$ cat config.mk
export PLATFORM = sky130hd
export DESIGN_NAME = dcls_ram
export DESIGN_NICKNAME = d
export VERILOG_FILES = /design/src/dcls_ram.sv
export SDC_FILE = /design/constraint.sdc
export NUM_CORES = 1
export LEC_CHECK = 0
export BUFFER_PORTS_ARGS = -buffer_cell sky130_fd_sc_hd__buf_2
export CELL_PAD_IN_SITES_DETAIL_PLACEMENT = 1
export CELL_PAD_IN_SITES_GLOBAL_PLACEMENT = 1
export CORE_ASPECT_RATIO = 1.4
export CORE_MARGIN = 3
export CORE_UTILIZATION = 53
export CTS_BUF_LIST = sky130_fd_sc_hd__clkbuf_16
export DETAILED_ROUTE_END_ITERATION = 10
export PLACE_DENSITY_LB_ADDON = 0.2
export RECOVER_POWER = 50
export SLEW_MARGIN = 0
export SYNTH_ARGS = -nofsm -noshare
export SYNTH_HDL_FRONTEND = slang
export SYNTH_SLANG_ARGS = --single-unit
export TNS_END_PERCENT = 30
$ cat constraint.sdc
create_clock -name clk -period 2.3 [get_ports clk]
set_clock_uncertainty 0.05 [all_clocks]
set_input_delay 0.46 -clock clk [delete_from_list [all_inputs] [get_ports clk]]
set_output_delay 0.46 -clock clk [all_outputs]
set_load 0.005 [all_outputs]
$ cat src/dcls_ram.sv
// Generic single-port-write, single-port-read RAM with a registered read.
// Depends on nothing; used for the sieve store and the prime list.
`default_nettype none

module dcls_ram #(
    parameter int WIDTH = 8,
    parameter int DEPTH = 16
) (
    input  wire logic                     clk,
    input  wire logic                     wr_en,
    input  wire logic [$clog2(DEPTH)-1:0] wr_addr,
    input  wire logic [WIDTH-1:0]         wr_data,
    input  wire logic                     rd_en,
    input  wire logic [$clog2(DEPTH)-1:0] rd_addr,
    output logic      [WIDTH-1:0]         rd_data
);

    logic [WIDTH-1:0] mem [DEPTH];

    // Write port.
    always_ff @(posedge clk)
    begin
        if (wr_en)
            mem[wr_addr] <= wr_data;
    end

    // Registered read port; a read at the address being written returns old data.
    always_ff @(posedge clk)
    begin
        if (rd_en)
            rd_data <= mem[rd_addr];
    end

endmodule

`default_nettype wire

; Yosys cells after proc, flatten, opt, wreduce, memory -nomap -nowiden
; Memories as Yosys holds them, arrays and structs flattened. A register that Yosys moved wholly into a read port is not among the register bits.
; Cells that the tools add are included.
[word_totals]
latchBits = 0
register_bits = 0
wordCells = 3
mem_bits_rw = 128
mem_count = 1
romBits = 0
out_inout_bits = 8
[memory_table]
columns = memory, depth, width, rd, rd_clocked_by_memory_dff, write_ports, line
row1 = mem, 16, 8, 1, 1, 1, 18  ; logic [WIDTH-1:0] mem [DEPTH];
[op_classes]
magnitude_cmp = 0
n_reduce_logical = 0
mul = 0
n_shift = 0
div_mod_pow = 0
n_mux = 2
add_sub_neg = 0
eq_ne = 0
bitwise = 0
[op_table]
columns = cell, count
row1 = $mux 1, 2

; Depth between registers and ports, before layout
; Gate-level depths: netlist of run 1.
[logic_depth]
depth_word = 2
mapped_depth = 5
depth_no_buf = 3

; Worst setup path after synthesis of run 1
; Ideal clock, no wire load.
[synth_path]
path_kind = input-to-reg
startpoint = input port wr_addr[2]
endpoint = memory mem[0][0] (enable)
path_buffers = 0
setup_slack_ns = 0.297
t_arrival_ns = 1.570
stages = 2
path_cell_list = or3b_2 > nor3_1
[synth_lines]
columns = item, line
row1 = "start, declared", 11  ; input wire logic [$clog2(DEPTH)-1:0] wr_addr,
row2 = "end, declared", 18
; Straight into the memory's write port.

==> results of run 1 <==
## critical path: cells and delay by family
kind	cells	cell delay, ns
compound gates	1	0.27
simple gates	1	0.10
mux	1	0.58
buf+inv	2	0.34
## Yosys cell counts (2+ instances only)
cell	count	area, µm²
sky130_fd_sc_hd__nand2b_1	2	12.5
sky130_fd_sc_hd__nor2_1	13	48.8
sky130_fd_sc_hd__clkdlybuf4s25_2	3	30.0
sky130_fd_sc_hd__nand3b_1	2	15.0
sky130_fd_sc_hd__buf_2	3	15.0
sky130_fd_sc_hd__mux4_2	18	405
sky130_fd_sc_hd__mux4_1	14	368
sky130_fd_sc_hd__a22oi_1	16	120
sky130_fd_sc_hd__nor3_1	4	20.0
sky130_fd_sc_hd__edfxtp_1	136	4080
sky130_fd_sc_hd__buf_6	3	33.8
sky130_fd_sc_hd__nand2_1	9	33.8
## state kept, by name, indices dropped and copies added (netlist names)
signal,cells
mem,128
rd_data,8
## through the flow
| step | setup slack (ns) | cells | power [mW] | area, µm² | hold WS, ns |
|---|---|---|---|---|---|
| 2_1_floorplan | 0.297 | 229 | 3.00 | 5230 | 0.509 |
| 3_3_place_gp | 0.271 | 400 | 3.11 | 5630 | 0.675 |
| 3_5_place_dp | 0.226 | 400 | 3.12 | 5630 | 0.691 |
| 4_1_cts | 0.656 | 432 | 5.73 | 6210 | 0.353 |
| 5_1_grt | 0.565 | 432 | 5.86 | 6200 | 0.507 |
| 6_report | 0.658 | 432 | 5.67 | 6200 | 0.506 |
## cell type report
| type | count | area [µm²] | area share (%) |
|---|---|---|---|
| clock buffer | 17 | 425 | 6.87 |
| clock inverter | 15 | 153 | 2.46 |
| multi-input combinational | 83 | 1060 | 17.1 |
| sequential | 136 | 4080 | 65.9 |
| tap | 132 | 165 | 2.67 |
| timing repair buffer | 49 | 312 | 5.03 |
## cells by family after synthesis
group | share of synthesized area, %
AO/OA/AOI/OAI | 2.30
buffers and inverters | 1.65
flip-flops | 78.1
multiplexers | 14.8
AND/OR/NAND/NOR | 3.14
## power by group through the flow
| stage | Sequential, mW | Clock (mW) | Combinational, mW |
|---|---|---|---|
| global placement | 2.86 | 0 | 0.254 |
| global route | 2.81 | 2.76 | 0.283 |
| finish | 2.81 | 2.60 | 0.257 |
| detailed placement | 2.86 | 0 | 0.262 |
| CTS | 2.81 | 2.65 | 0.265 |
| floorplan | 2.86 | 0 | 0.141 |
## routing by layer
layer	vias up	global-route usage (%)	routed length, µm
met5	-	0	0
met4	0	7.47	137
met3	13	6.21	610
met2	90	35.6	5640
met1	1287	28.0	4480
li1	1101	-	-
## worst paths after layout
check / cells after the start / end / startpoint / slack [ns]
worst max-delay path: 5 / rd_data[0] / rd_addr[0] / 0.66
worst min-delay path: 3 / mem[1][6] / wr_addr[2] / 0.51
worst max register to register: 3 / rd_data[7] / mem[8][7] / 0.75
worst min register to register: 3 / rd_data[3] / mem[12][3] / 0.71
==> run_summary.xml, run 1 <==
<?xml version="1.0" encoding="UTF-8"?>
<metrics>
  <group name="yosys">
    <metric name="syn-cell-area" unit="µm²">5230</metric>
    <metric name="synth_sequential_area_ratio" unit="%">78.1</metric>
    <metric name="synth.ff_latch_count" unit="">136</metric>
    <metric name="synthesis.instances" unit="">229</metric>
    <metric name="syn-mean-instance-area" unit="µm²">22.8</metric>
    <metric name="postSynth.asyncResetShare" unit="%">0</metric>
    <metric name="synth-warning-count" unit="">0</metric>
    <metric name="synth_cell_types" unit="">18</metric>
    <metric name="synth_enable_flop_cells" unit="">136</metric>
    <metric name="synthFlopType" unit="">sky130_fd_sc_hd__edfxtp_1</metric>
    <metric name="synthesis.nets" unit="">248</metric>
  </group>
  <group name="timing">
    <metric name="final_min_period_over_clock_period" unit="%">71.4</metric>
    <metric name="final_period_minus_worst_setup_slack" unit="ns">1.64</metric>
    <metric name="worstMarginPinSlew" unit="ns">0.697</metric>
    <metric name="grt_setup_unrepaired" unit="">false</metric>
    <metric name="slew_headroom" unit="%">53.5</metric>
    <metric name="setup_tns" unit="ns">0</metric>
    <metric name="setup-violations-final" unit="">0</metric>
    <metric name="finalMaxSlewViolations" unit="">0</metric>
    <metric name="final_hold_viol_count" unit="">0</metric>
    <metric name="maxClockFrequency" unit="MHz">609</metric>
  </group>
  <group name="clock_network">
    <metric name="clk_path_buf_depth" unit="">2</metric>
    <metric name="cts_setup_buffers" unit="">0</metric>
    <metric name="clk_pin_slew_worst_paths" unit="ns">0.06</metric>
    <metric name="tritoncts" unit="">yes</metric>
    <metric name="tritoncts_num_sinks" unit="">136</metric>
    <metric name="cts_root_buffer" unit="">sky130_fd_sc_hd__clkbuf_16</metric>
    <metric name="h_tree_lvl_count" unit="">4</metric>
    <metric name="later_pin_clock_latency_in_the_skew_report" unit="ns">0.42</metric>
    <metric name="cts_buffers" unit="">17</metric>
    <metric name="cts_repair_resize_count" unit="">0</metric>
    <metric name="hold_buffers" unit="">0</metric>
  </group>
  <group name="hold_path">
    <metric name="min-delay-path-class" unit="">input pin to flop</metric>
  </group>
  <group name="layout">
    <metric name="final_nets" unit="">306</metric>
    <metric name="final_core_utilization" unit="%">65.1</metric>
    <metric name="final_cell_mix" unit="">136 x sky130_fd_sc_hd__edfxtp_1, 20 x sky130_fd_sc_hd__buf_4, 18 x sky130_fd_sc_hd__mux4_2</metric>
    <metric name="area.growth.synth_to_final" unit="%">18.5</metric>
    <metric name="drive_above_1_share" unit="%">29.7</metric>
    <metric name="layout.cells.most_common" unit="">sky130_fd_sc_hd__edfxtp_1</metric>
    <metric name="n_antenna_cell" unit="">0</metric>
    <metric name="layout.filler_cells" unit="">783</metric>
  </group>
  <group name="floorplanning">
    <metric name="io-pin-count" unit="">27</metric>
    <metric name="initial_core_util" unit="%">55.0</metric>
    <metric name="die-width" unit="µm">89.9</metric>
    <metric name="coreArea" unit="µm²">9510</metric>
    <metric name="dieArea" unit="µm²">11100</metric>
    <metric name="die_h" unit="µm">124</metric>
    <metric name="fp-row-count" unit="">42</metric>
  </group>
  <group name="critical_path">
    <metric name="critical_path.startpoint_type" unit="">input pin</metric>
    <metric name="crit_path_cell_trace" unit="">buf_2, buf_12, mux4_1, a22oi_1, nand2_1</metric>
    <metric name="slowest_stage" unit="">sky130_fd_sc_hd__mux4_1</metric>
    <metric name="cp.arrival" unit="ns">1.75</metric>
    <metric name="timing.critical_path.required" unit="ns">2.41</metric>
    <metric name="worst-path-max-fanout" unit="">19</metric>
    <metric name="max_stage_delay" unit="ns">0.58</metric>
    <metric name="critPathCaptureType" unit="">flop</metric>
    <metric name="critPathKind" unit="">input pin to flop</metric>
  </group>
  <group name="global_route">
    <metric name="grt.overflow.total" unit="">0</metric>
    <metric name="grt_antenna_before_repair" unit="">0</metric>
    <metric name="grt_pass1_vias" unit="">2655</metric>
    <metric name="first_pass_grt_wire_length" unit="µm">16600</metric>
    <metric name="grt_start_max_net_pins" unit="">20</metric>
    <metric name="track_usage" unit="%">21.6</metric>
  </group>
  <group name="pwr">
    <metric name="power_frac_clock" unit="%">45.9</metric>
    <metric name="cellPowerDensity" unit="nW/µm²">915</metric>
    <metric name="share_comb_of_total_power" unit="%">4.5</metric>
    <metric name="p_leak" unit="nW">2.09</metric>
    <metric name="seq_power_share" unit="%">49.5</metric>
    <metric name="netSwitchingFraction" unit="%">20.7</metric>
    <metric name="switching_power_of_the_nets" unit="mW">1.17</metric>
    <metric name="max-vdd-ir-drop" unit="mV">0.661</metric>
    <metric name="power.internal" unit="mW">4.50</metric>
  </group>
  <group name="route">
    <metric name="routed_wirelength" unit="µm">10900</metric>
    <metric name="viasPerCell" unit="">5.77</metric>
    <metric name="route.detailed.wl_per_inst" unit="µm">25.2</metric>
    <metric name="drtAntennaViolNets" unit="">0</metric>
    <metric name="first_pass_iters" unit="">4</metric>
    <metric name="drc" unit="">0</metric>
    <metric name="dr.first_iter.drc_count" unit="">237</metric>
    <metric name="vias" unit="">2491</metric>
  </group>
  <group name="place">
    <metric name="gp_congestion" unit="">0.767</metric>
    <metric name="hpwl" unit="µm">6860</metric>
    <metric name="port-buffer-count" unit="">26</metric>
  </group>
  <group name="status">
    <metric name="outcome" unit="">completed</metric>
  </group>
  <group name="job">
    <metric name="max_cap_viol_count" unit="">0</metric>
  </group>
</metrics>
Power figures use the tool's default switching activity.
==> run 2, diff against run 1 <==
- clock period: 2.3 -> 1.6 ns (I/O delays scaled with it)
==> run_summary.xml, run 2 (synthesis results as in run 1) <==
<?xml version="1.0" encoding="UTF-8"?>
<metrics>
  <group name="status">
    <metric name="outcome" unit="">completed</metric>
  </group>
  <group name="floorplanning">
    <metric name="initial_core_util" unit="%">55.0</metric>
    <metric name="die-width" unit="µm">89.9</metric>
    <metric name="io-pin-count" unit="">27</metric>
    <metric name="dieArea" unit="µm²">11100</metric>
    <metric name="coreArea" unit="µm²">9510</metric>
    <metric name="fp-row-count" unit="">42</metric>
    <metric name="die_h" unit="µm">124</metric>
  </group>
  <group name="layout">
    <metric name="largest-register" unit="">mem</metric>
    <metric name="layout_top_registers" unit="">mem (128), rd_data (8)</metric>
    <metric name="final_cell_count_no_fill" unit="">438</metric>
    <metric name="flip_flop_count_of_the_largest_register_after_layout" unit="">128</metric>
    <metric name="n_antenna_cell" unit="">0</metric>
    <metric name="final_nets" unit="">312</metric>
    <metric name="fin_area" unit="µm²">6400</metric>
    <metric name="area.growth.synth_to_final" unit="%">22.4</metric>
    <metric name="drive_above_1_share" unit="%">32.4</metric>
    <metric name="layout.cells.most_common" unit="">sky130_fd_sc_hd__edfxtp_1</metric>
    <metric name="layout.filler_cells" unit="">757</metric>
    <metric name="final_cell_mix" unit="">136 x sky130_fd_sc_hd__edfxtp_1, 25 x sky130_fd_sc_hd__mux4_2, 19 x sky130_fd_sc_hd__buf_4</metric>
  </group>
  <group name="clock_network">
    <metric name="cts_root_buffer" unit="">sky130_fd_sc_hd__clkbuf_16</metric>
    <metric name="clk_path_buf_depth" unit="">2</metric>
    <metric name="tritoncts_num_sinks" unit="">136</metric>
    <metric name="cts_buffers" unit="">17</metric>
    <metric name="tritoncts" unit="">yes</metric>
    <metric name="later_pin_clock_latency_in_the_skew_report" unit="ns">0.42</metric>
    <metric name="hold_buffers" unit="">0</metric>
    <metric name="h_tree_lvl_count" unit="">4</metric>
    <metric name="cts_setup_buffers" unit="">0</metric>
    <metric name="clk_pin_slew_worst_paths" unit="ns">0.06</metric>
  </group>
  <group name="timing">
    <metric name="final_min_period_over_clock_period" unit="%">96.7</metric>
    <metric name="slew_headroom" unit="%">48.6</metric>
    <metric name="final_hold_viol_count" unit="">0</metric>
    <metric name="grt_setup_unrepaired" unit="">false</metric>
    <metric name="setup_tns" unit="ns">0</metric>
    <metric name="worstMarginPinSlew" unit="ns">0.770</metric>
    <metric name="maxClockFrequency" unit="MHz">646</metric>
    <metric name="final_period_minus_worst_setup_slack" unit="ns">1.55</metric>
    <metric name="layout_setup_ws" unit="ns">0.0525</metric>
    <metric name="setup-violations-final" unit="">0</metric>
    <metric name="finalMaxSlewViolations" unit="">0</metric>
  </group>
  <group name="critical_path">
    <metric name="worst-path-max-fanout" unit="">1</metric>
    <metric name="critical_path.startpoint_type" unit="">flop</metric>
    <metric name="cp.arrival" unit="ns">1.65</metric>
    <metric name="critPathKind" unit="">flop to flop</metric>
    <metric name="timing.critical_path.required" unit="ns">1.70</metric>
    <metric name="critPathCaptureType" unit="">flop</metric>
  </group>
  <group name="global_route">
    <metric name="grt_antenna_before_repair" unit="">0</metric>
    <metric name="first_pass_grt_wire_length" unit="µm">17200</metric>
    <metric name="grt.overflow.total" unit="">0</metric>
    <metric name="grt_pass1_vias" unit="">2793</metric>
    <metric name="track_usage" unit="%">22.2</metric>
    <metric name="grt_start_max_net_pins" unit="">17</metric>
  </group>
  <group name="route">
    <metric name="routed_wirelength" unit="µm">11100</metric>
    <metric name="drc" unit="">0</metric>
    <metric name="viasPerCell" unit="">5.79</metric>
    <metric name="route.detailed.wl_per_inst" unit="µm">25.3</metric>
    <metric name="dr.first_iter.drc_count" unit="">157</metric>
    <metric name="first_pass_iters" unit="">4</metric>
    <metric name="vias" unit="">2538</metric>
    <metric name="drtAntennaViolNets" unit="">0</metric>
  </group>
  <group name="job">
    <metric name="max_cap_viol_count" unit="">0</metric>
  </group>
  <group name="pwr">
    <metric name="power_total" unit="mW">8.91</metric>
    <metric name="p_leak" unit="nW">2.16</metric>
    <metric name="max-vdd-ir-drop" unit="mV">1.21</metric>
    <metric name="cellPowerDensity" unit="nW/µm²">1390</metric>
  </group>
  <group name="place">
    <metric name="cells_after_dpl" unit="">406</metric>
    <metric name="hpwl" unit="µm">7190</metric>
    <metric name="port-buffer-count" unit="">26</metric>
    <metric name="dp_slack" unit="ns">-0.350</metric>
    <metric name="gp_congestion" unit="">0.743</metric>
    <metric name="placement.cell_area" unit="µm²">5730</metric>
  </group>
  <group name="hold_path">
    <metric name="min-delay-path-class" unit="">input pin to flop</metric>
  </group>
</metrics>
run 2: cell count changes in the layout (fill, tap and decap cells not counted), moves of 5 or more:
| cell | previous run | this run |
|---|---|---|
| sky130_fd_sc_hd__buf_12 | 2 | 8 |
| sky130_fd_sc_hd__bufinv_16 | 2 | 7 |
| sky130_fd_sc_hd__mux4_1 | 14 | 7 |
| sky130_fd_sc_hd__mux4_2 | 18 | 25 |
run 2: area by class of cell:
cell class | instances | area (µm²) | share of cell area (%)
Timing Repair Buffer | 55 | 428 | 6.69
Clock inverter | 15 | 254 | 3.97
Sequential cell | 136 | 4080 | 63.8
Multi-Input combinational cell | 83 | 1040 | 16.3
Clock buffer | 17 | 425 | 6.65
Tap cell | 132 | 165 | 2.58
run 2: worst max-delay path, cell delays in order (launching register included):
cell and delay [ns]:
sky130_fd_sc_hd__edfxtp_1 0.37, sky130_fd_sc_hd__mux4_1 0.49, sky130_fd_sc_hd__a22oi_1 0.27, sky130_fd_sc_hd__nand2_1 0.09
run 2: final timing paths:
check	start	end	slack, ns	cells past startpoint
worst min-delay path	rd_en	rd_data[3]	0.39	1
worst min register to register	mem[14][0]	rd_data[0]	0.70	3
worst max register to register	mem[8][4]	rd_data[4]	0.05	3
worst max-delay path	mem[8][4]	rd_data[4]	0.05	3
run 2: stage by stage:
step,utilization [%],hold slack (ns)
global placement,60.3,0.654
floorplan,-,0.369
CTS,67.4,0.224
global route,67.3,0.388
finish,67.3,0.391
detailed placement,60.3,0.664
run 2: metal layers:
metal,wire length [µm],GRT usage [%]
met2,5780,36.9
met5,0,0
met3,430,5.84
met4,303,9.77
met1,4580,28.1
run 2: power by group:
group | internal, mW | switching (mW)
registers | 4.02 | 0.0227
clock network | 3.05 | 1.40
logic | 0.187 | 0.228
run 2: timing repair:
item	in CTS	in global routing
resized for setup	0	1
setup endpoints to repair	0	1
hold endpoints to repair	0	0
