===== config.mk =====
export PLATFORM = sky130hd
export DESIGN_NAME = dcls_rem_unit
export DESIGN_NICKNAME = d
export VERILOG_FILES = /design/src/dcls_pkg.sv /design/src/dcls_rem_unit.sv
export SDC_FILE = /design/constraint.sdc
export NUM_CORES = 1
export LEC_CHECK = 0
export BUFFER_PORTS_ARGS = -buffer_cell sky130_fd_sc_hd__buf_2
export CORE_ASPECT_RATIO = 0.6
export CORE_UTILIZATION = 40
export DETAILED_ROUTE_END_ITERATION = 12
export PLACE_DENSITY = 0.63
export SETUP_SLACK_MARGIN = 0.4
export SYNTH_ARGS = -nofsm -noshare
export SYNTH_HDL_FRONTEND = slang
export SYNTH_SLANG_ARGS = --single-unit

===== constraint.sdc =====
create_clock -name clk -period 2.6 [get_ports clk]
set_clock_uncertainty 0.1 [all_clocks]
set_input_delay 0.39 -clock clk [delete_from_list [all_inputs] [get_ports clk]]
set_output_delay 0.39 -clock clk [all_outputs]
set_load 0.05 [all_outputs]

===== src/dcls_pkg.sv =====
// Shared types and constants for the divisor-count linear sieve unit.
// Depends on nothing; dcls_rem_unit and the top-level unit import it.
`default_nettype none

package dcls_pkg;

    // Field widths fixed by the word format.
    localparam int NUM_W   = 17;
    localparam int COUNT_W = 8;
    localparam int EXP_W   = 5;
    localparam int EPOCH_W = 8;

    localparam int unsigned NUM_MAX = (1 << NUM_W) - 1;

    // Saturation points and fixed values of the divisor arithmetic.
    localparam logic [COUNT_W-1:0] COUNT_MAX   = 8'd255;
    localparam logic [EXP_W-1:0]   EXP_MAX     = 5'd31;
    localparam logic [EXP_W-1:0]   PRIME_EXP   = 5'd2;
    localparam logic [COUNT_W-1:0] PRIME_PART  = 8'd1;
    localparam logic [COUNT_W-1:0] ONE_COUNT   = 8'd1;
    localparam logic [NUM_W-1:0]   LIMIT_MIN   = 17'd2;
    localparam logic [NUM_W-1:0]   LIMIT_RESET = 17'h10000;

    // Epoch zero marks a cleared entry; live epochs run from one to the last code.
    localparam logic [EPOCH_W-1:0] EPOCH_NONE  = '0;
    localparam logic [EPOCH_W-1:0] EPOCH_FIRST = 8'd1;
    localparam logic [EPOCH_W-1:0] EPOCH_LAST  = '1;

    // One entry of the sieve store: composite tag, smallest prime factor and
    // the divisor data of the number at that address.
    typedef struct packed {
        logic [EPOCH_W-1:0] epoch;
        logic [NUM_W-1:0]   spf;
        logic [COUNT_W-1:0] part;
        logic [EXP_W-1:0]   exp1;
    } sieve_entry_t;

    // Status of the iterative remainder unit.
    typedef struct packed {
        logic busy;
        logic done;
        logic divisible;
    } rem_status_t;

    // Sequencer states.
    typedef enum logic [6:0] {
        ST_IDLE     = 7'b0000001,
        ST_CHECK    = 7'b0000010,
        ST_WALK_MUL = 7'b0000100,
        ST_WALK_WR  = 7'b0001000,
        ST_WALK_DIV = 7'b0010000,
        ST_FINISH   = 7'b0100000,
        ST_CLEAR    = 7'b1000000
    } seq_state_t;

    // Product of partial count and exponent, saturated to the count width.
    function automatic logic [COUNT_W-1:0] sat_count(
        input logic [COUNT_W-1:0] part,
        input logic [EXP_W-1:0]   exp1
    );
        logic [COUNT_W+EXP_W-1:0] prod;
        prod = part * exp1;
        if (prod > {{EXP_W{1'b0}}, COUNT_MAX})
            return COUNT_MAX;
        else
            return prod[COUNT_W-1:0];
    endfunction

endpackage

`default_nettype wire


===== src/dcls_rem_unit.sv =====
// Bit-serial restoring remainder unit that tells whether divisor divides dividend.
// Depends on dcls_pkg for the number width and the status struct.
`default_nettype none

module dcls_rem_unit (
    input  wire logic                       clk,
    input  wire logic                       rst_n,
    input  wire logic                       start,
    input  wire logic [dcls_pkg::NUM_W-1:0] dividend,
    input  wire logic [dcls_pkg::NUM_W-1:0] divisor,
    output dcls_pkg::rem_status_t           status
);

    import dcls_pkg::*;

    localparam int CNT_W = $clog2(NUM_W + 1);

    logic             busy_reg;
    logic             done_reg;
    logic [CNT_W-1:0] cnt_reg;
    logic [NUM_W-1:0] rem_reg;
    logic [NUM_W-1:0] shift_reg;
    logic [NUM_W-1:0] dvs_reg;

    logic [NUM_W:0]   trial;
    logic [NUM_W:0]   diff;
    logic             trial_ge;
    logic [NUM_W-1:0] rem_next;

    // One restoring step: bring down the next dividend bit and subtract if it fits.
    always_comb
    begin
        trial    = {rem_reg, shift_reg[NUM_W-1]};
        trial_ge = (trial >= {1'b0, dvs_reg});
        diff     = trial - {1'b0, dvs_reg};
        rem_next = trial_ge ? diff[NUM_W-1:0] : trial[NUM_W-1:0];
    end

    // Control: count the steps, flag completion for one cycle.
    always_ff @(posedge clk or negedge rst_n)
    begin
        if (!rst_n)
        begin
            busy_reg <= 1'b0;
            done_reg <= 1'b0;
            cnt_reg  <= '0;
        end
        else
        begin
            done_reg <= 1'b0;
            if (start)
            begin
                busy_reg <= 1'b1;
                cnt_reg  <= CNT_W'(NUM_W);
            end
            else if (busy_reg)
            begin
                cnt_reg <= cnt_reg - 1'b1;
                if (cnt_reg == CNT_W'(1))
                begin
                    busy_reg <= 1'b0;
                    done_reg <= 1'b1;
                end
            end
        end
    end

    // Datapath: partial remainder and the dividend bits still to come.
    always_ff @(posedge clk)
    begin
        if (start)
        begin
            rem_reg   <= '0;
            shift_reg <= dividend;
            dvs_reg   <= divisor;
        end
        else if (busy_reg)
        begin
            rem_reg   <= rem_next;
            shift_reg <= {shift_reg[NUM_W-2:0], 1'b0};
        end
    end

    assign status.busy      = busy_reg;
    assign status.done      = done_reg;
    assign status.divisible = (rem_reg == '0);

endmodule

`default_nettype wire


* Word level (Yosys, flattened, before mapping)
Cells that the tools add are included.
Cells by class: add/subtract/negate cells 2, $lt $le $gt $ge 1, equal/unequal tests 1, muxes and demuxes 11, reductions and logical operators 2
Operators by type and width (number):
- 2-to-1 mux 17 bit | 3
- greater-or-equal comparator 18 x 17 -> 1 bit | 1
- logical NOT 17 bit | 1
- subtractor 17 bit | 1
- 2-to-1 mux 5 bit | 2
- 2-to-1 mux 1 bit | 6
- == test 5 x 1 -> 1 bit, second input constant | 1
- subtractor 5 x 1 -> 5 bit, second input constant | 1
- nonzero test 2 bit | 1
Word-level totals: bits of input ports 37, register bits 58, word-level logic and storage cells 23, output and inout port bits 3

* Longest topological paths before layout
Gate-level depths: netlist of the first run.
depth after elaboration 4, mapped depth 11, depth with buffers taken out 10

* Worst setup path before layout of the first run
No wires, ideal clock.
path kind register to output, start point register rem_reg[0], end point output status[0] (netlist bit), slack -0.059 ns, buffers on the path 0, data required time 2.110 ns, data arrival time 2.169 ns, stages on the path, launching flop included 4, path through dfxtp_1 -> nor4_1 -> nand4_1 -> nor4_1
RTL lines:
- start: declaration | line dcls_rem_unit.sv:21 | logic [NUM_W-1:0] rem_reg;
- start signal: assignment | line dcls_rem_unit.sv:79 | rem_reg <= rem_next;
- end: declaration | line dcls_rem_unit.sv:11 | output dcls_pkg::rem_status_t status

* Worst setup path after layout of the first run
start point register rem_reg[7], end point register rem_reg[15]
Between the ends: cells in the longest elaborated chain, start to end 2, elaborated cells between the ends (all ways) 3, classes of those cells add/sub (1); order compare (1); mux (1)
RTL lines:
- subtractor 17 bit or greater-or-equal comparator 18 x 17 -> 1 bit (tied branches) | line dcls_rem_unit.sv:35, dcls_rem_unit.sv:34
- 2-to-1 mux 17 bit * | line dcls_rem_unit.sv:36 | rem_next = trial_ge ? diff[NUM_W-1:0] : trial[NUM_W-1:0];
Every way passes the cells marked *; elsewhere a longest branch is shown, timed or not. A chain may end at the register's enable or synchronous reset.

==> results.md, run 1 <==
- Post-synth top area share: 30.6%
- Finished Layout Cells: 541
- Clock latency on the worst-skew pair: 330 ps
- Layout cells sized above 1: 42.3%
- Worst path max stage delay: 440 ps
- Number of flops mapped to enable cells by yosys: 34
- Detail Placement HPWL: 6640 um
- #FFs+latches synth: 58
- Reg clk slew, reported paths: 50 ps
- Top-level port count: 40
- Asr flop ratio synth: 12.1%
- Internal power: 3560 uW
- Total grt overflow: 0
- Part of the power in registers: 24.5%
- Total power density per cell area: 1180 nW/um2
- Area contributors post-synth: edfxtp_1 31%, dfxtp_1 10%, ha_1 7.1%
- Post-route ant nets: 0
- # Max-Cap Violations: 0
- Post-synthesis mux area share: 5.40%
- Comb pwr share: 50.9%
- Worst Hold Class: in2reg
- Ant diodes: 0
- Synth Area in Compound Gates: 17.8%
- Die area: 8720 um2
- Leak: 0.00212 uW
- Routability Congestion: 0.889
- Outcome: finished clean
- Clock Tree Buf Depth: 2
- Crit-path max FO: 5
- Die height: 72.7 um
- Footprint of the multi-input gates: 1910 um2
- CTS tree: yes
- Hold slack: 132 ps
- Largest family of logic cells by synthesized area: compound AO/OA/AOI/OAI gates
- Final nets: 485
- Hold_sp: divisor[5]
- Synthesized Nets: 379
- R2R Setup Slk: 80 ps
- Placed Cells: 511
- Max IR drop VDD: 0.521 mV
- Critical Path AT: 2650 ps
- Slew margin rel.: 37.2%
- First-pass GRT wire length: 14900 um
- Fillers: 650
- Worst r2r src: rem_reg[7]$_SDFFE_PP0P_
- Final hold viol count: 0
- Antenna violations before repair: 0
- Sequential area share after synthesis: 46.1%
- Syn_area_per_cell: 10.4 um2
- Max-slew violations: 0
- Std-Cell Rows: 25
- Sum Neg Setup Slack: 0 ps
- Area grow syn2layout: 44.1%
- Yosys cell types: 59
- Startpoint types: flip-flop
- Most used cell along the critical path: a21oi_1
- Critical-path top delay cell: or2_2
- Worst Max-Slew Pin Slew: 932 ps
- Worst path cell trace: ha_1 -> buf_4 -> a21oi_1 -> o21ai_0 -> or2_2 -> o211ai_1 -> a21oi_1 -> o31ai_1
- Wire length per cell: 17.6 um
- Via count of the first global-routing pass: 2910
- Sw Share: 37.3%
- CTS buffer count: 9
- PortBufs: 39
- Synth Area in XOR/XNOR: 4.20%
- Vias: 3028
- Hold path cells: 1
- CTS root buffer: clkbuf_16
- Synth Area in Simple Gates: 13.8%
- Fin crit share: 96.7%
- Prevailing post-synth register cell: edfxtp_1
- FF-to-FF End: rem_reg[15]$_SDFFE_PP0P_
- Required time worst endpoint: 2730 ps
- Final wirelength: 9500 um
- Synth area leader: edfxtp_1
- Seq. cell area: 1540 um2
- First-pass DRT Iterations: 5
- Clock network fraction of total power: 24.6%
- Syn Inst Count: 322
- Initial Utilization: 41.8%
- Final setup viols: 0
- RSZ-0062 raised after global routing: true
- Core Box Area: 7980 um2
- Drt drc: 0
- Worst reg-to-reg path cell count: 8
- Clock sink count: 58
- H-tree Lvls: 3
- Hold EP: dvs_reg[5]$_DFFE_PP_
- Synth Area in Adders: 7.73%
- Die width: 120 um
- Critical path class: reg2reg
- Pin count of the biggest net entering global routing: 26
- Post-layout min period: 2520 ps
- Mapped Area: 3340 um2
- P_sw: 2110 uW
- Fmax: 398 MHz
- Vias per cell: 5.60
- Drt initial violations: 338
- Crit. End Element: flip-flop
- Yosys Warn Count: 0
- Total track usage: 22.9%
==> layout make-up <==
cell class | count | share of cell area (%)
clock buffers | 11 | 5.26
clock inverters | 5 | 2.08
inverters | 22 | 1.72
multi-input cells | 225 | 39.6
flip-flops and latches | 58 | 32.1
well taps | 108 | 2.81
repair buffers | 112 | 16.4
==> cell families after synthesis <==
kind of cell               after synthesis
adders and majority gates               20
buffers and inverters                   39
xor gates and xnor gates                16
DFF                                     58
and+or+nand+nor                         91
AOI/OAI and AO/OA                       82
muxes                                   16
==> cells in the mapped netlist, types with 6 or more instances <==
master and number:
a21o_1 12, nor4_1 6, o21ai_1 8, nand2_1 20
ha_1 19, clkbuf_1 10, dfxtp_1 17, edfxtp_1 34
dfrtp_1 7, xnor2_1 7, inv_1 22, nor3_1 6
nand3_1 8, o21ai_0 6, a21oi_1 11, mux2_2 16
nand4_1 11, xor2_1 9, nor2_1 20
==> worst max-delay path: cells and delay by family, from the launching register on <==
kind / cells / cell delay, ps
flops: 1 / 410
buf+inv: 1 / 160
simple gates: 1 / 440
fa+ha+maj: 1 / 270
compound gates: 5 / 1020
==> per-layer routing <==
metal	global-route usage, %	routed length [um]
met2	34.2	4070
met4	5.97	67
met1	33.1	4540
met3	5.47	821
met5	0	0
==> metrics by stage <==
stage	setup slack (ps)	cell area, um2	total power, uW	utilization, %
after floorplan	308	3380	2850	-
after global placement	-388	4070	3740	51.0
after detailed placement	-474	4070	3770	51.0
after CTS	107	4630	5400	58.1
after global routing	-29.3	4810	5960	60.3
final	84.6	4810	5670	60.3
==> power groups by stage <==
| stage | sequential, uW | clock [uW] | combinational [uW] |
|---|---|---|---|
| floorplan | 1350 | 0 | 1500 |
| global placement | 1380 | 0 | 2360 |
| detailed placement | 1380 | 0 | 2390 |
| CTS | 1370 | 1420 | 2620 |
| global route | 1410 | 1450 | 3100 |
| finish | 1390 | 1390 | 2890 |
==> worst max-delay path by stage <==
stage / start / endpoint / slack (ps) / cells past startpoint
after global placement: shift_reg[16]$_DFFE_PP_ / rem_reg[5]$_SDFFE_PP0P_ / -390 / 11
after floorplan: shift_reg[16]$_DFFE_PP_ / rem_reg[2]$_SDFFE_PP0P_ / 310 / 10
after detailed placement: shift_reg[16]$_DFFE_PP_ / rem_reg[5]$_SDFFE_PP0P_ / -470 / 11
after global routing: rem_reg[7]$_SDFFE_PP0P_ / rem_reg[15]$_SDFFE_PP0P_ / -30 / 8
after CTS: shift_reg[16]$_DFFE_PP_ / rem_reg[12]$_SDFFE_PP0P_ / 110 / 11
final: rem_reg[7]$_SDFFE_PP0P_ / rem_reg[15]$_SDFFE_PP0P_ / 80 / 8
==> cell usage in the layout (no fill, tap or decap), types with 7 or more instances in the layout <==
cell type / netlist / layout
a21o_1: 12 / 12
a21oi_1: 11 / 11
buf_2: 3 / 38
buf_4: 3 / 65
buf_6: 1 / 7
clkbuf_16: 0 / 9
dfrtp_1: 7 / 7
dfxtp_1: 17 / 13
edfxtp_1: 34 / 34
ha_1: 19 / 16
inv_1: 22 / 20
mux2_2: 16 / 16
nand2_1: 20 / 19
nand4_1: 11 / 11
nor2_1: 20 / 20
xnor2_1: 7 / 7
xor2_1: 9 / 9
==> what timing repair did <==
item / 4_1_cts / 5_1_grt
hold buffers: 1 / 0
resized for setup: 28 / 23
setup buffers: 6 / 7
hold endpoints to repair: 7 / 0
setup endpoints to repair: 18 / 18
pin swaps: 25 / 27
Power figures use the tool's default switching activity.
==> run 2: changes to the inputs <==
--- a/config.mk
+++ b/config.mk
@@ -6,9 +6,9 @@
 export NUM_CORES = 1
 export LEC_CHECK = 0
 export BUFFER_PORTS_ARGS = -buffer_cell sky130_fd_sc_hd__buf_2
-export CORE_ASPECT_RATIO = 0.6
 export CORE_UTILIZATION = 40
 export DETAILED_ROUTE_END_ITERATION = 12
+export GPL_TIMING_DRIVEN = 1
 export PLACE_DENSITY = 0.63
 export SETUP_SLACK_MARGIN = 0.4
 export SYNTH_ARGS = -nofsm -noshare
==> run 2 against run 1 <==
  * Maximum frequency increased by 3.8%
  * Critical path depth increased by 2
  * Clock power down 41%
  * Routed wire length down 18%
  * Combinational power down 23%
  * Hold slack got worse by 9.1 ps
  * Cell count decreased by 10%
  * Worst setup slack improved by 91 ps
  * Largest cell class unchanged
==> results.md, run 2 (synthesis results as in run 1) <==
- DR top layer: met4
- Placed Cells: 461 (-9.8%)
- Startpoint types: flip-flop
- Crit-path max FO: 4 (-1)
- Clock network fraction of total power: 18.2% (-6.4 points)
- DRT met1 WL: 3710 um (-18%)
- Most common cell after layout, fill and taps aside: buf_2
- Leak: 0.00178 uW (-16%)
- Final hold viol count: 0 (unchanged)
- Max-slew violations: 0 (unchanged)
- PortBufs: 39 (unchanged)
- Std-Cell Rows: 32 (+28%)
- Pin count of the biggest net entering global routing: 19 (-27%)
- Sum Neg Setup Slack: 0 ps (unchanged)
- Vias: 2681 (-11%)
- Total grt overflow: 0 (unchanged)
- Slew margin rel.: 51.7% (+14 points)
- RSZ-0062 raised after global routing: true
- Post-layout min period: 2420 ps (-91.1 ps)
- Fmax: 412 MHz (+3.8%)
- Ant diodes: 0 (unchanged)
- Detail Placement HPWL: 5530 um (-17%)
- Die height: 93.3 um (+28%)
- Layout cells sized above 1: 35.8% (-6.5 points)
- Final nets: 435 (-10%)
- Met2 Wirelength: 3540 um (-13%)
- Final setup viols: 0 (unchanged)
- CTS tree: yes
- Post-route ant nets: 0 (unchanged)
- Total power density per cell area: 1060 nW/um2 (-10%)
- Drt drc: 0 (unchanged)
- Part of the power in registers: 32.0% (+7.5 points)
- Critical path class: reg2reg
- Critical Path AT: 2550 ps (-100 ps)
- Fin crit share: 93.2% (-3.5 points)
- Initial Utilization: 42.3% (+0.47 points)
- Wire length per cell: 16.1 um (-8.3%)
- Clock latency on the worst-skew pair: 340 ps (about the same)
- Area grow syn2layout: 26.6%
- Clock sink count: 58 (unchanged)
- Via count of the first global-routing pass: 2714 (-6.7%)
- H-tree Lvls: 3 (unchanged)
- Setup ws final: 176 ps (+91.1 ps)
- CTS buffer count: 9 (unchanged)
- Finished Layout Cells: 485 (-10%)
- Die area: 8710 um2 (-0.13%)
- Comb pwr share: 49.7% (-1.2 points)
- Wire length on met3: 331 um (-60%)
- Max IR drop VDD: 1.10 mV (+110%)
- P_sw: 1860 uW (-12%)
- Commonest cells after routing, fill and taps aside: 38 x buf_2, 34 x edfxtp_1, 20 x inv_1, 20 x nor2_1, 20 x buf_4
- Antenna violations before repair: 0 (unchanged)
- Top-level port count: 40 (unchanged)
- Crit. End Element: flip-flop
- Drt initial violations: 169 (-50%)
- Routability Congestion: 0.874 (-1.7%)
- Internal power: 2620 uW (-26%)
- Worst Max-Slew Pin Slew: 723 ps (-209 ps)
- CTS root buffer: clkbuf_8
- First-pass GRT wire length: 13200 um (-11%)
- Vias per cell: 5.53 (-1.2%)
- First-pass DRT Iterations: 4 (-1)
- Die width: 93.3 um (-22%)
- Final wirelength: 7810 um (-18%)
- Worst Hold Class: in2reg
- Core Box Area: 7890 um2 (-1.1%)
- Outcome: finished clean
- # Max-Cap Violations: 0 (unchanged)
- Total track usage: 20.0% (-2.9 points)
- Required time worst endpoint: 2720 ps (about the same)
- Clock Tree Buf Depth: 2 (unchanged)
- Sw Share: 41.4% (+4.2 points)
- Reg clk slew, reported paths: 70 ps (+20 ps)
- DP Worst Slack: 5.97 ps (+480 ps)
[run 2: cell count changes in the layout (fill, tap and decap cells not counted), sizes merged]
cell      delta
buf         -50
clkinvlp     +1
clkinv       +3
clkbuf       -2
bufinv       -2
[run 2: repair_timing]
action	in CTS	in global routing
gates resized for setup	35	14
hold endpoints to repair	7	0
cloned	1	0
pin swaps	19	2
hold buffers	1	0
setup buffers	5	1
endpoints found under the setup margin	18	18
[run 2: area by class of cell]
class                           count  area (um2)
Multi-Input combinational cell    225        1880
Clock buffer                        9         124
Clock inverter                      7        70.1
Sequential cell                    58        1550
Tap cell                          102         128
Inverter                           22        82.6
Timing Repair Buffer               62         393
Fill cell                         682        3660
[run 2: path summary, 6_finish.rpt]
path                                           from                  endpoint  slack (ps)  cells past startpoint
setup / recovery            shift_reg[16]$_DFFE_PP_   rem_reg[2]$_SDFFE_PP0P_         180                     10
hold / removal                           divisor[3]      dvs_reg[3]$_DFFE_PP_         120                      1
setup reg to reg            shift_reg[16]$_DFFE_PP_   rem_reg[2]$_SDFFE_PP0P_         180                     10
hold reg to reg            rem_reg[12]$_SDFFE_PP0P_  rem_reg[12]$_SDFFE_PP0P_         430                      2
max in group asynchronous                     rst_n        done_reg$_DFF_PN0_        1930                      2
min in group asynchronous                     rst_n    cnt_reg[4]$_DFFE_PN0P_         310                      2
[run 2: routing by layer]
metal | global-route usage, % | up-vias
li1 | - | 1320
met1 | 26.9 | 1272
met2 | 30.6 | 72
met3 | 4.63 | 17
met4 | 8.59 | 0
met5 | 0 | -
[run 2: power groups by stage]
stage / logic (uW) / registers [uW] / clock network, uW
after floorplan: 1500 / 1350 / 0
after global placement: 1940 / 1410 / 0
after detailed placement: 1950 / 1400 / 0
after CTS: 2120 / 1420 / 833
after global routing: 2420 / 1460 / 870
final: 2230 / 1440 / 817
[run 2: metrics by stage]
step                cell area, um2  hold WS [ps]  power, uW  util (%)
floorplan                     3380         -5.59       2850         -
global placement              3730           132       3340      47.3
detailed placement            3730           134       3350      47.3
CTS                           4150           116       4380      52.6
global route                  4220           109       4750      53.6
finish                        4220           123       4480      53.6
[run 2: worst max-delay path: stages, from the launching register on]
cell	delay [ps]
edfxtp_1	380
inv_2	90
ha_4	130
inv_2	30
fa_2	330
a21o_1	190
a31o_4	250
o21ai_4	150
a211oi_2	100
or3_1	320
a32o_1	240
